### src/design/tcpq_pkg.sv
// Shared types and codes for the two-class priority queue.
package tcpq_pkg;

    // Command codes carried in the input word
    typedef enum logic [1:0] {
        CMD_NORMAL = 2'd0,
        CMD_PREF   = 2'd1,
        CMD_SERVE  = 2'd2,
        CMD_NONE   = 2'd3
    } t_cmd;

    // Status codes carried in the output word
    typedef enum logic [1:0] {
        ST_ACCEPTED = 2'd0,
        ST_SERVED   = 2'd1,
        ST_EMPTY    = 2'd2,
        ST_FULL     = 2'd3
    } t_status;

    localparam int HIST_LEN = 3;

    // One queued entry: code, name handle and room
    typedef struct packed {
        logic [7:0]  room;
        logic [15:0] name;
        logic [39:0] code;
    } t_entry;

    typedef struct packed {
        t_cmd        cmd;
        logic [39:0] code_chars;
        logic [15:0] name_handle;
        logic [7:0]  dest_room;
    } t_in_word;

    typedef struct packed {
        t_status     status;
        logic [39:0] served_code;
        logic [15:0] served_name;
        logic [7:0]  served_room;
        logic [15:0] prev_name_first;
        logic [15:0] prev_name_second;
        logic [15:0] prev_name_third;
        logic [1:0]  prev_valid;
        logic [4:0]  pref_waiting;
        logic [4:0]  normal_waiting;
    } t_out_word;

endpackage

### src/design/tcpq_cell.sv
// One queue cell: holds an entry and takes its neighbor's entry on a shift.
module tcpq_cell
    import tcpq_pkg::*;
(
    input  logic   i_clk,
    input  logic   i_load,
    input  logic   i_shift,
    input  t_entry i_entry,
    input  t_entry i_neighbor,
    output t_entry o_entry
);

    t_entry r_entry;

    // Load a new arrival, else advance toward the head on a pop
    always_ff @(posedge i_clk) begin
        if (i_load) begin
            r_entry <= i_entry;
        end else if (i_shift) begin
            r_entry <= i_neighbor;
        end
    end

    assign o_entry = r_entry;

endmodule

### src/design/tcpq_fifo.sv
// Shifting FIFO built from a row of cells; the head always sits in cell 0.
module tcpq_fifo
    import tcpq_pkg::*;
#(
    parameter int Depth = 16,
    localparam int CW = $clog2(Depth + 1)
) (
    input  logic          i_clk,
    input  logic          i_rst_n,
    input  logic          i_push,
    input  logic          i_pop,
    input  t_entry        i_entry,
    output t_entry        o_head,
    output logic [CW-1:0] o_count,
    output logic [CW-1:0] o_count_next
);

    logic [CW-1:0] r_count;
    logic [CW-1:0] n_count;
    t_entry        w_cell [Depth];

    // Row of cells; the first free cell loads, all cells advance on a pop
    for (genvar g = 0; g < Depth; g++) begin : g_cell
        t_entry w_next;
        if (g + 1 < Depth) begin : g_mid
            assign w_next = w_cell[g + 1];
        end else begin : g_last
            assign w_next = w_cell[g];
        end
        tcpq_cell u_cell (
            .i_clk      (i_clk),
            .i_load     (i_push && (r_count == CW'(g))),
            .i_shift    (i_pop),
            .i_entry    (i_entry),
            .i_neighbor (w_next),
            .o_entry    (w_cell[g])
        );
    end

    // Track occupancy
    always_comb begin
        n_count = r_count;
        if (i_push) begin
            n_count = r_count + CW'(1);
        end else if (i_pop) begin
            n_count = r_count - CW'(1);
        end
    end

    always_ff @(posedge i_clk) begin
        if (!i_rst_n) begin
            r_count <= '0;
        end else begin
            r_count <= n_count;
        end
    end

    assign o_head       = w_cell[0];
    assign o_count      = r_count;
    assign o_count_next = n_count;

endmodule

### src/design/two_class_priority_queue_with_history_top.sv
// Top level of the two-class priority queue with served-name history.
//
// Input channel: one word per command (normal arrival, preferential arrival,
// serve next). Output channel: exactly one result word per command.
// Preferential entries are always served first; each class is served in
// arrival order. Each class lives in a row of QUEUE_DEPTH cells whose head
// is cell 0, so a serve reads a fixed cell and the row advances by one.
// The result word is registered and appears in the cycle after the command is taken.
// Throughput: one command per cycle unless the output stalls; the output register
// frees in the same cycle its word is taken, so an unstalled receiver sees no gaps.
// A stalled output holds its word and raises o_in_stall until it is taken.
// Arrival into a full class is dropped with status full; a serve on two empty
// classes reports empty. The result also shows the last three served names
// as they stood before the command.
// Reset (synchronous, active low) empties both classes, clears the history
// and drops any pending result word. No clearing pass is needed.
module two_class_priority_queue_with_history_top
    import tcpq_pkg::*;
#(
    parameter int QUEUE_DEPTH = 16
) (
    input  logic      i_clk,
    input  logic      i_rst_n,
    input  logic      i_in_valid,
    output logic      o_in_stall,
    input  t_in_word  i_in_word,
    output logic      o_out_valid,
    input  logic      i_out_stall,
    output t_out_word o_out_word
);

    localparam int CW = $clog2(QUEUE_DEPTH + 1);

    logic          w_accept;
    logic          w_push_pref;
    logic          w_push_norm;
    logic          w_pop_pref;
    logic          w_pop_norm;
    t_entry        w_new_entry;
    t_entry        w_pref_head;
    t_entry        w_norm_head;
    logic [CW-1:0] w_pref_count;
    logic [CW-1:0] w_norm_count;
    logic [CW-1:0] w_pref_next;
    logic [CW-1:0] w_norm_next;
    logic          w_pref_full;
    logic          w_norm_full;

    logic [15:0]   r_hist [HIST_LEN];
    logic [1:0]    r_hist_cnt;
    logic          r_out_valid;
    t_out_word     r_out_word;
    t_out_word     n_out_word;

    // Take a word when the output register is free or being drained
    assign o_in_stall = r_out_valid && i_out_stall;
    assign w_accept   = i_in_valid && !o_in_stall;

    assign w_new_entry = '{room: i_in_word.dest_room, name: i_in_word.name_handle,
                           code: i_in_word.code_chars};
    assign w_pref_full = (w_pref_count == CW'(QUEUE_DEPTH));
    assign w_norm_full = (w_norm_count == CW'(QUEUE_DEPTH));

    // Decode the command into queue actions
    always_comb begin
        w_push_pref = 1'b0;
        w_push_norm = 1'b0;
        w_pop_pref  = 1'b0;
        w_pop_norm  = 1'b0;
        if (w_accept) begin
            unique case (i_in_word.cmd)
                CMD_NORMAL: w_push_norm = !w_norm_full;
                CMD_PREF:   w_push_pref = !w_pref_full;
                CMD_SERVE: begin
                    w_pop_pref = (w_pref_count != '0);
                    w_pop_norm = (w_pref_count == '0) && (w_norm_count != '0);
                end
                default: ;
            endcase
        end
    end

    tcpq_fifo #(.Depth(QUEUE_DEPTH)) u_pref (
        .i_clk        (i_clk),
        .i_rst_n      (i_rst_n),
        .i_push       (w_push_pref),
        .i_pop        (w_pop_pref),
        .i_entry      (w_new_entry),
        .o_head       (w_pref_head),
        .o_count      (w_pref_count),
        .o_count_next (w_pref_next)
    );

    tcpq_fifo #(.Depth(QUEUE_DEPTH)) u_norm (
        .i_clk        (i_clk),
        .i_rst_n      (i_rst_n),
        .i_push       (w_push_norm),
        .i_pop        (w_pop_norm),
        .i_entry      (w_new_entry),
        .o_head       (w_norm_head),
        .o_count      (w_norm_count),
        .o_count_next (w_norm_next)
    );

    // Build the result word
    always_comb begin
        n_out_word                  = '0;
        n_out_word.prev_name_first  = r_hist[0];
        n_out_word.prev_name_second = r_hist[1];
        n_out_word.prev_name_third  = r_hist[2];
        n_out_word.prev_valid       = r_hist_cnt;
        n_out_word.pref_waiting     = 5'(w_pref_next);
        n_out_word.normal_waiting   = 5'(w_norm_next);
        unique case (i_in_word.cmd)
            CMD_NORMAL: n_out_word.status = w_norm_full ? ST_FULL : ST_ACCEPTED;
            CMD_PREF:   n_out_word.status = w_pref_full ? ST_FULL : ST_ACCEPTED;
            CMD_SERVE: begin
                if (w_pop_pref) begin
                    n_out_word.status      = ST_SERVED;
                    n_out_word.served_code = w_pref_head.code;
                    n_out_word.served_name = w_pref_head.name;
                    n_out_word.served_room = w_pref_head.room;
                end else if (w_pop_norm) begin
                    n_out_word.status      = ST_SERVED;
                    n_out_word.served_code = w_norm_head.code;
                    n_out_word.served_name = w_norm_head.name;
                    n_out_word.served_room = w_norm_head.room;
                end else begin
                    n_out_word.status = ST_EMPTY;
                end
            end
            default: n_out_word.status = ST_ACCEPTED;
        endcase
    end

    // Shift the served name into the history; names beyond the count stay zero
    always_ff @(posedge i_clk) begin
        if (!i_rst_n) begin
            r_hist[0]  <= '0;
            r_hist[1]  <= '0;
            r_hist[2]  <= '0;
            r_hist_cnt <= '0;
        end else if (w_pop_pref || w_pop_norm) begin
            r_hist[0] <= n_out_word.served_name;
            r_hist[1] <= r_hist[0];
            r_hist[2] <= r_hist[1];
            if (r_hist_cnt != 2'(HIST_LEN)) begin
                r_hist_cnt <= r_hist_cnt + 2'd1;
            end
        end
    end

    // Hold the result word until the receiver takes it
    always_ff @(posedge i_clk) begin
        if (!i_rst_n) begin
            r_out_valid <= 1'b0;
        end else if (w_accept) begin
            r_out_valid <= 1'b1;
        end else if (!i_out_stall) begin
            r_out_valid <= 1'b0;
        end
    end

    always_ff @(posedge i_clk) begin
        if (w_accept) begin
            r_out_word <= n_out_word;
        end
    end

    assign o_out_valid = r_out_valid;
    assign o_out_word  = r_out_word;

endmodule

### config.mk
export PLATFORM = sky130hd
export DESIGN_NAME = two_class_priority_queue_with_history_top
export DESIGN_NICKNAME = d
export VERILOG_FILES = /design/src/design/tcpq_pkg.sv /design/src/design/tcpq_cell.sv /design/src/design/tcpq_fifo.sv /design/src/design/two_class_priority_queue_with_history_top.sv
export SDC_FILE = /design/constraint.sdc
export NUM_CORES = 2
export LEC_CHECK = 0
export ABC_CLOCK_PERIOD_IN_PS = 14000
export BUFFER_PORTS_ARGS = -buffer_cell sky130_fd_sc_hd__buf_2
export CAP_MARGIN = 10
export CORE_AREA = 10 10 389 391
export DETAILED_ROUTE_END_ITERATION = 8
export DIE_AREA = 0 0 399 401
export PLACE_DENSITY = 0.88
export SYNTH_ARGS = -nofsm -noshare
export SYNTH_HDL_FRONTEND = slang
export SYNTH_SLANG_ARGS = --single-unit
export TNS_END_PERCENT = 20
### constraint.sdc
create_clock -name i_clk -period 14 [get_ports i_clk]
set_clock_uncertainty 0.1 [all_clocks]
set_input_delay 2.1 -clock i_clk [delete_from_list [all_inputs] [get_ports i_clk]]
set_output_delay 2.1 -clock i_clk [all_outputs]
set_load 0.005 [all_outputs]
Yosys cells after proc, flatten, opt, wreduce, memory -nomap -nowiden
Memory sizes are Yosys's and may differ from the RTL's. A register that Yosys moved wholly into a read port is not among the register bits.
Index checks and enable logic that the tools add are counted.
{ "word_totals": {"regBits": 2171, "latch_bits": 0, "ramBits": 48, "rom_bits": 0, "in_bits": 70, "output_inout_bits": 128, "elab_cells": 317, "mem_count": 1} }
{ "op_classes": {"add_sub_neg": 5, "multipliers": 0, "div": 0, "n_lt_le_gt_ge": 0, "eq_ne": 36, "n_shift": 0, "n_mux": 88, "bitwise": 3, "n_reduce_logical": 75} }
{ "memory_table": {"columns": ["name", "depth", "word_bits", "read_ports", "rd_ports_with_merged_regs", "wr", "line_no", "source"], "rows": [
  ["r_hist", 3, 16, 3, 1, 3, "two_class_priority_queue_with_history_top.sv:49", "logic [15:0] r_hist [HIST_LEN];"]
]} }
{ "op_table": {"columns": ["cell", "count"], "rows": [
  ["64-bit 2-to-1 mux", 61],
  ["5-bit by 4-bit == test with 1-bit output (second input constant)", 16],
  ["66-bit 2-to-1 mux", 1],
  ["2-bit nonzero test", 30],
  ["16-bit 2-to-1 mux", 3],
  ["5-bit by 3-bit == test with 1-bit output (second input constant)", 8],
  ["1-bit logical AND", 35],
  ["24-bit 2-to-1 mux", 1],
  ["5-bit by 2-bit == test with 1-bit output (second input constant)", 4],
  ["5-bit 2-to-1 mux", 4],
  ["1-bit 2-to-1 mux", 14],
  ["5-bit by 1-bit adder with 5-bit output (second input constant)", 2],
  ["5-bit by 1-bit == test with 1-bit output (second input constant)", 2],
  ["5-bit == test (second input constant)", 2],
  ["5-bit logical NOT", 2],
  ["5-bit nonzero test", 2],
  ["5-bit by 1-bit subtractor with 5-bit output (second input constant)", 2],
  ["2-bit 2-to-1 mux", 3],
  ["2-bit one-hot mux with 3 select lines", 1],
  ["1-bit logical NOT", 3],
  ["1-bit OR", 3],
  ["2-bit by 1-bit adder with 2-bit output (second input constant)", 1],
  ["2-bit by 1-bit == test with 1-bit output (second input constant)", 1],
  ["2-bit == test (second input constant)", 1],
  ["other kinds (5)", 5]
]} }

Depth between registers and ports, before layout
{ "depth": {"word_depth": 9, "depth_mapped": 7, "ltp_nobuf": 6} }

By module
From an unflattened synthesis, not the netlist that was laid out.
{ "unflattened": {"cells_unflattened": 4860, "hier_area_um2": 100530.2} }
{ "by_module_without_submodules": {"columns": ["mod", "n_inst", "cells_per_inst", "area_each_um2", "seq_area_each_um2"], "rows": [
  ["tcpq_cell", 32, 136, 2905.3, 1921.8],
  ["two_class_priority_queue_with_history_top", 1, 366, 6535.0, 5285.1],
  ["tcpq_fifo", 2, 71, 513.0, 100.1]
]} }

Least setup slack after synthesis
No wires, ideal clock.
{ "synth_timing": {"path_kind": "input port to flip-flop", "startpoint": "in i_in_valid", "endpoint": "reg u_norm.g_cell[10].u_cell.r_entry, in the netlist u_norm.g_cell[10].u_cell.o_entry[0], enable pin", "setup_time_ns": 0.690, "arrival_ns": 7.593, "required_time_ns": 13.210, "slack_ns": 5.617, "cell_stages": 6, "n_path_buf": 2, "cell_sequence": "a21bo_2 -> buf_6 -> clkinv_1 -> nand4_1 -> clkbuf_1 -> nand2_1"} }
{ "synth_between": {"elab_chain_cells": 4, "word_cells_on_any_way": 5, "cone_classes": "mux: 2; reduce/logical: 3"} }
{ "synth_rtl": {"columns": ["item", "line_no", "source"], "rows": [
  ["start, declared", "two_class_priority_queue_with_history_top.sv:24", "input logic i_in_valid,"],
  ["1-bit logical AND *", "two_class_priority_queue_with_history_top.sv:57", "assign w_accept = i_in_valid && !o_in_stall;"],
  ["named net w_accept", "two_class_priority_queue_with_history_top.sv:34", "logic w_accept;"],
  ["1-bit 2-to-1 mux", "two_class_priority_queue_with_history_top.sv:70", "if (w_accept) begin"],
  ["1-bit logical AND", "tcpq_fifo.sv:32", ".i_load (i_push && (r_count == CW'(g))),"],
  ["2-bit nonzero test (no source line) *", null, null],
  ["end signal, assigned", "tcpq_cell.sv:18", "r_entry <= i_entry;"],
  ["end signal, assigned", "tcpq_cell.sv:20", "r_entry <= i_neighbor;"],
  ["end, declared", "tcpq_cell.sv:13", "t_entry r_entry;"]
]} }
Mark *: on every way through the listed nets, which the timed path passes. The rest lies on a longest branch.
A chain may end at the register's enable or synchronous reset.

Worst setup path in the final report
{ "layout_timing": {"startpoint": "in i_out_stall", "endpoint": "reg u_norm.g_cell[1].u_cell.r_entry, in the netlist u_norm.g_cell[1].u_cell.o_entry[39], enable pin"} }
{ "layout_between": {"elab_chain_cells": 6, "word_cells_on_any_way": 7, "cone_classes": "mux: 2; reduce/logical: 5"} }
{ "layout_rtl": {"columns": ["item", "line_no", "source"], "rows": [
  ["start, declared", "two_class_priority_queue_with_history_top.sv:28", "input logic i_out_stall,"],
  ["1-bit logical AND *", "two_class_priority_queue_with_history_top.sv:56", "assign o_in_stall = r_out_valid && i_out_stall;"],
  ["1-bit logical NOT *", "two_class_priority_queue_with_history_top.sv:57", null],
  ["1-bit logical AND *", "two_class_priority_queue_with_history_top.sv:57", null],
  ["1-bit 2-to-1 mux", "two_class_priority_queue_with_history_top.sv:70", null],
  ["1-bit logical AND", "tcpq_fifo.sv:32", null],
  ["2-bit nonzero test (no source line) *", null, null],
  ["end signal, assigned", "tcpq_cell.sv:18", null],
  ["end signal, assigned", "tcpq_cell.sv:20", null],
  ["end, declared", "tcpq_cell.sv:13", null]
]} }
Mark *: on every way between the ends. The rest lies on a longest branch, timed or not.

==> impl_metrics.yaml <==
sta:
  clock.fmax_ghz: 0.1794
  whs_ns: 0.3138
  max-slew-margin-rel_pct: 21.51
  finalMaxSlewViolations: 0
  setup_viol: 0
  fin_crit_sh_pct: 39.81
  grt_setup_unrepaired: "false"
  min_period_ns: 5.574
  finalSetupTns_ns: 0
  finalHoldViolCount: 0
  worst_slew_pin_slew_ns: 1.177
synth:
  synth_seq_cells: 2235
  synthTopCellsByArea: "edfxtp_1 72%, mux2_2 21%, mux2_1 2.6%, buf_2 0.94%, clkbuf_1 0.93%"
  synth_cell_types: 52
  syn_inst: 4903
  yosysSeqAreaShare_pct: 72.17
  yosysTopAreaCell: "edfxtp_1"
  yosys.area_share.simple_pct: 1.243
  yosys_warnings: 0
  synth_mux_area_share_pct: 23.36
  synth-xor-area-share_pct: 0.04718
  synthAdderAreaFrac_pct: 0.1752
  synthTopCellsByCount: "2222 x edfxtp_1, 1711 x mux2_2, 229 x clkbuf_1, 211 x mux2_1, 174 x buf_2"
  synth_top_cell_area_share_pct: 71.89
  synth-edff-count: 2222
  synth-main-ff-cell: "edfxtp_1"
  synth.most_common_cell: "edfxtp_1"
  synth_top_family_by_area: "multiplexers"
  synth_area_um2: 92810
  synth_area_per_cell_um2: 18.93
  synth_compound_area_share_pct: 0.8304
  syn_nets: 4986
  async_flop_share_pct: 0
clocking:
  cts_setup_buffers: 0
  h-tree-depth: 4
  clk_pin_slew_ns: 0.06
  clk_latency_ns: 0.85
  cts_buffer_depth: 3
  cts-hold-fix-buffers: 0
  clock_sinks: 2235
  cts_tree: "built"
  cts-root-buf: "clkbuf_16"
  numCtsBuffers: 207
  cts_resized: 0
worst_hold_path:
  hold_class: "reg2reg"
  hold_depth: 0
route:
  wl_met2_um: 89570
  first_pass_iters: 5
  avgRoutedWirePerCell_um: 28.38
  highest_layer: "met5"
  drtIter0Drc: 5714
  wl_um: 198300
  drtAntennaViolNets: 0
  vias: 45130
  via_per_inst: 6.460
  drc: 0
  wl_met1_um: 82940
  dr_wl_met3_um: 21060
global_route:
  grt_pass1_vias: 44850
  grt_max_degree: 83
  overflow: 0
  grt_pass1_wl_um: 295700
  antenna_found_initial: 16
  grt_util_all_layers_pct: 24.39
placement:
  globalplace.congestion: 0.8659
  dp.final_hpwl_um: 110700
  io_buffers: 197
final_layout:
  nNetsFinal: 4981
  multi_input_area_um2: 24280
  seqCellArea_um2: 66980
  nFillCells: 7650
  area_growth_syn_to_layout_pct: 9.341
  drive_gt1_share_pct: 45.03
floorplan:
  rows: 139
  die_height_um: 401
  die_area_um2: 160000
  core_area_um2: 143100
  start_util_pct: 64.84
  die-width_um: 399
  num_io_pins: 198
setup_path:
  crit_arrival_ns: 5.91
  cp.required_ns: 14.34
  crit_path_end_kind: "flop"
  crit_fanout: 65
  start_kind: "input port"
  path_class: "in2reg"
  r2r_cells: 4
power:
  vdd_ir_drop_max_uv: 158.1
  powerDensity_nw_per_um2: 135.8
  p_leak_nw: 33.72
status:
  status: "complete, no violations"
job:
  maxCapViolCount: 0
cell usage in the layout (no fill, tap or decap), types with 9 or more instances in the layout:
cell type	Yosys	routed
ha_1	13	13
dfxtp_1	13	13
clkinv_2	0	32
diode_2	0	12
clkinv_1	1	58
nand2_1	46	9
bufinv_16	0	15
mux2_2	1711	1711
and2_1	21	19
inv_1	10	10
and3_1	38	35
buf_4	31	24
nand4_1	9	9
clkbuf_16	0	207
clkbuf_1	229	47
a22o_1	64	64
mux2_1	211	211
buf_2	174	197
edfxtp_1	2222	2222
nand2_4	0	36
area by class of cell:
| cell class | instances | area share (%) |
|---|---|---|
| well taps | 1903 | 2.346 |
| clock inverters | 129 | 1.223 |
| repair buffers | 221 | 1.149 |
| multi-input cells | 2222 | 23.92 |
| diodes | 12 | 0.02959 |
| inverters | 11 | 0.04562 |
| clock buffers | 254 | 5.278 |
| flip-flops and latches | 2235 | 66.00 |
routing by layer:
| metal | track usage, % | up-vias |
|---|---|---|
| met5 | 0 | - |
| met2 | 35.82 | 2580 |
| met4 | 6.959 | 14 |
| met1 | 36.95 | 23050 |
| met3 | 5.237 | 312 |
| li1 | - | 19180 |
worst paths after layout:
path,from,end,slack (ns)
worst max-delay path,i_out_stall,u_norm.g_cell[1].u_cell.o_entry[39]$_DFFE_PP_,8.43
worst min-delay path,r_hist[2][7]$_SDFFCE_PN0P_,o_out_word[19]$_DFFE_PP_,0.31
worst max register to register,o_out_valid$_SDFFE_PN0P_,u_norm.g_cell[1].u_cell.o_entry[39]$_DFFE_PP_,9.49
worst min register to register,r_hist[2][7]$_SDFFCE_PN0P_,o_out_word[19]$_DFFE_PP_,0.31
critical path: stages:
cell	delay, ns
buf_2	0.11
a21bo_2	0.45
nor3_1	0.83
nand3_4	1.10
nand2_4	1.22
flip-flops by register name, summed over array words and instances (netlist names):
signal	cells
u_pref.g_cell.u_cell.o_entry	1024
r_hist_cnt	2
u_norm.o_count	5
u_pref.o_count	5
u_norm.g_cell.u_cell.o_entry	1024
o_out_valid	1
r_hist	48
o_out_word	126
power breakdown:
| group | internal [mW] | switching, mW | total (mW) | leakage (nW) |
|---|---|---|---|---|
| clock | 3.02 | 2.46 | 5.48 | 3.18 |
| sequential | 7.59 | 0.0779 | 7.67 | 20.4 |
| combinational | 0.186 | 0.449 | 0.635 | 10.2 |
kinds of logic (layout without fill, tap and decap cells):
| group | Yosys count | in the layout |
|---|---|---|
| flip-flops | 2235 | 2235 |
| multiplexers | 1926 | 1926 |
| buffers and inverters | 446 | 615 |
| AND/OR/NAND/NOR | 186 | 186 |
| AO/OA/AOI/OAI | 92 | 92 |
| adder cells (fa/ha/maj) | 13 | 13 |
| XOR/XNOR | 5 | 5 |
| other | 0 | 12 |
stage by stage:
step	instances	worst slack [ns]	power [mW]	instance area, µm²	util (%)
2_1_floorplan	4903	5.617	8.153	92810	-
4_1_cts	6975	8.544	13.81	101500	70.88
5_1_grt	6977	8.383	14.13	101500	70.88
6_report	6987	8.426	13.79	101500	70.90
3_3_place_gp	6592	7.789	8.391	94860	66.27
3_5_place_dp	6592	7.685	8.425	94860	66.27
(Power assumes the default switching activity.)
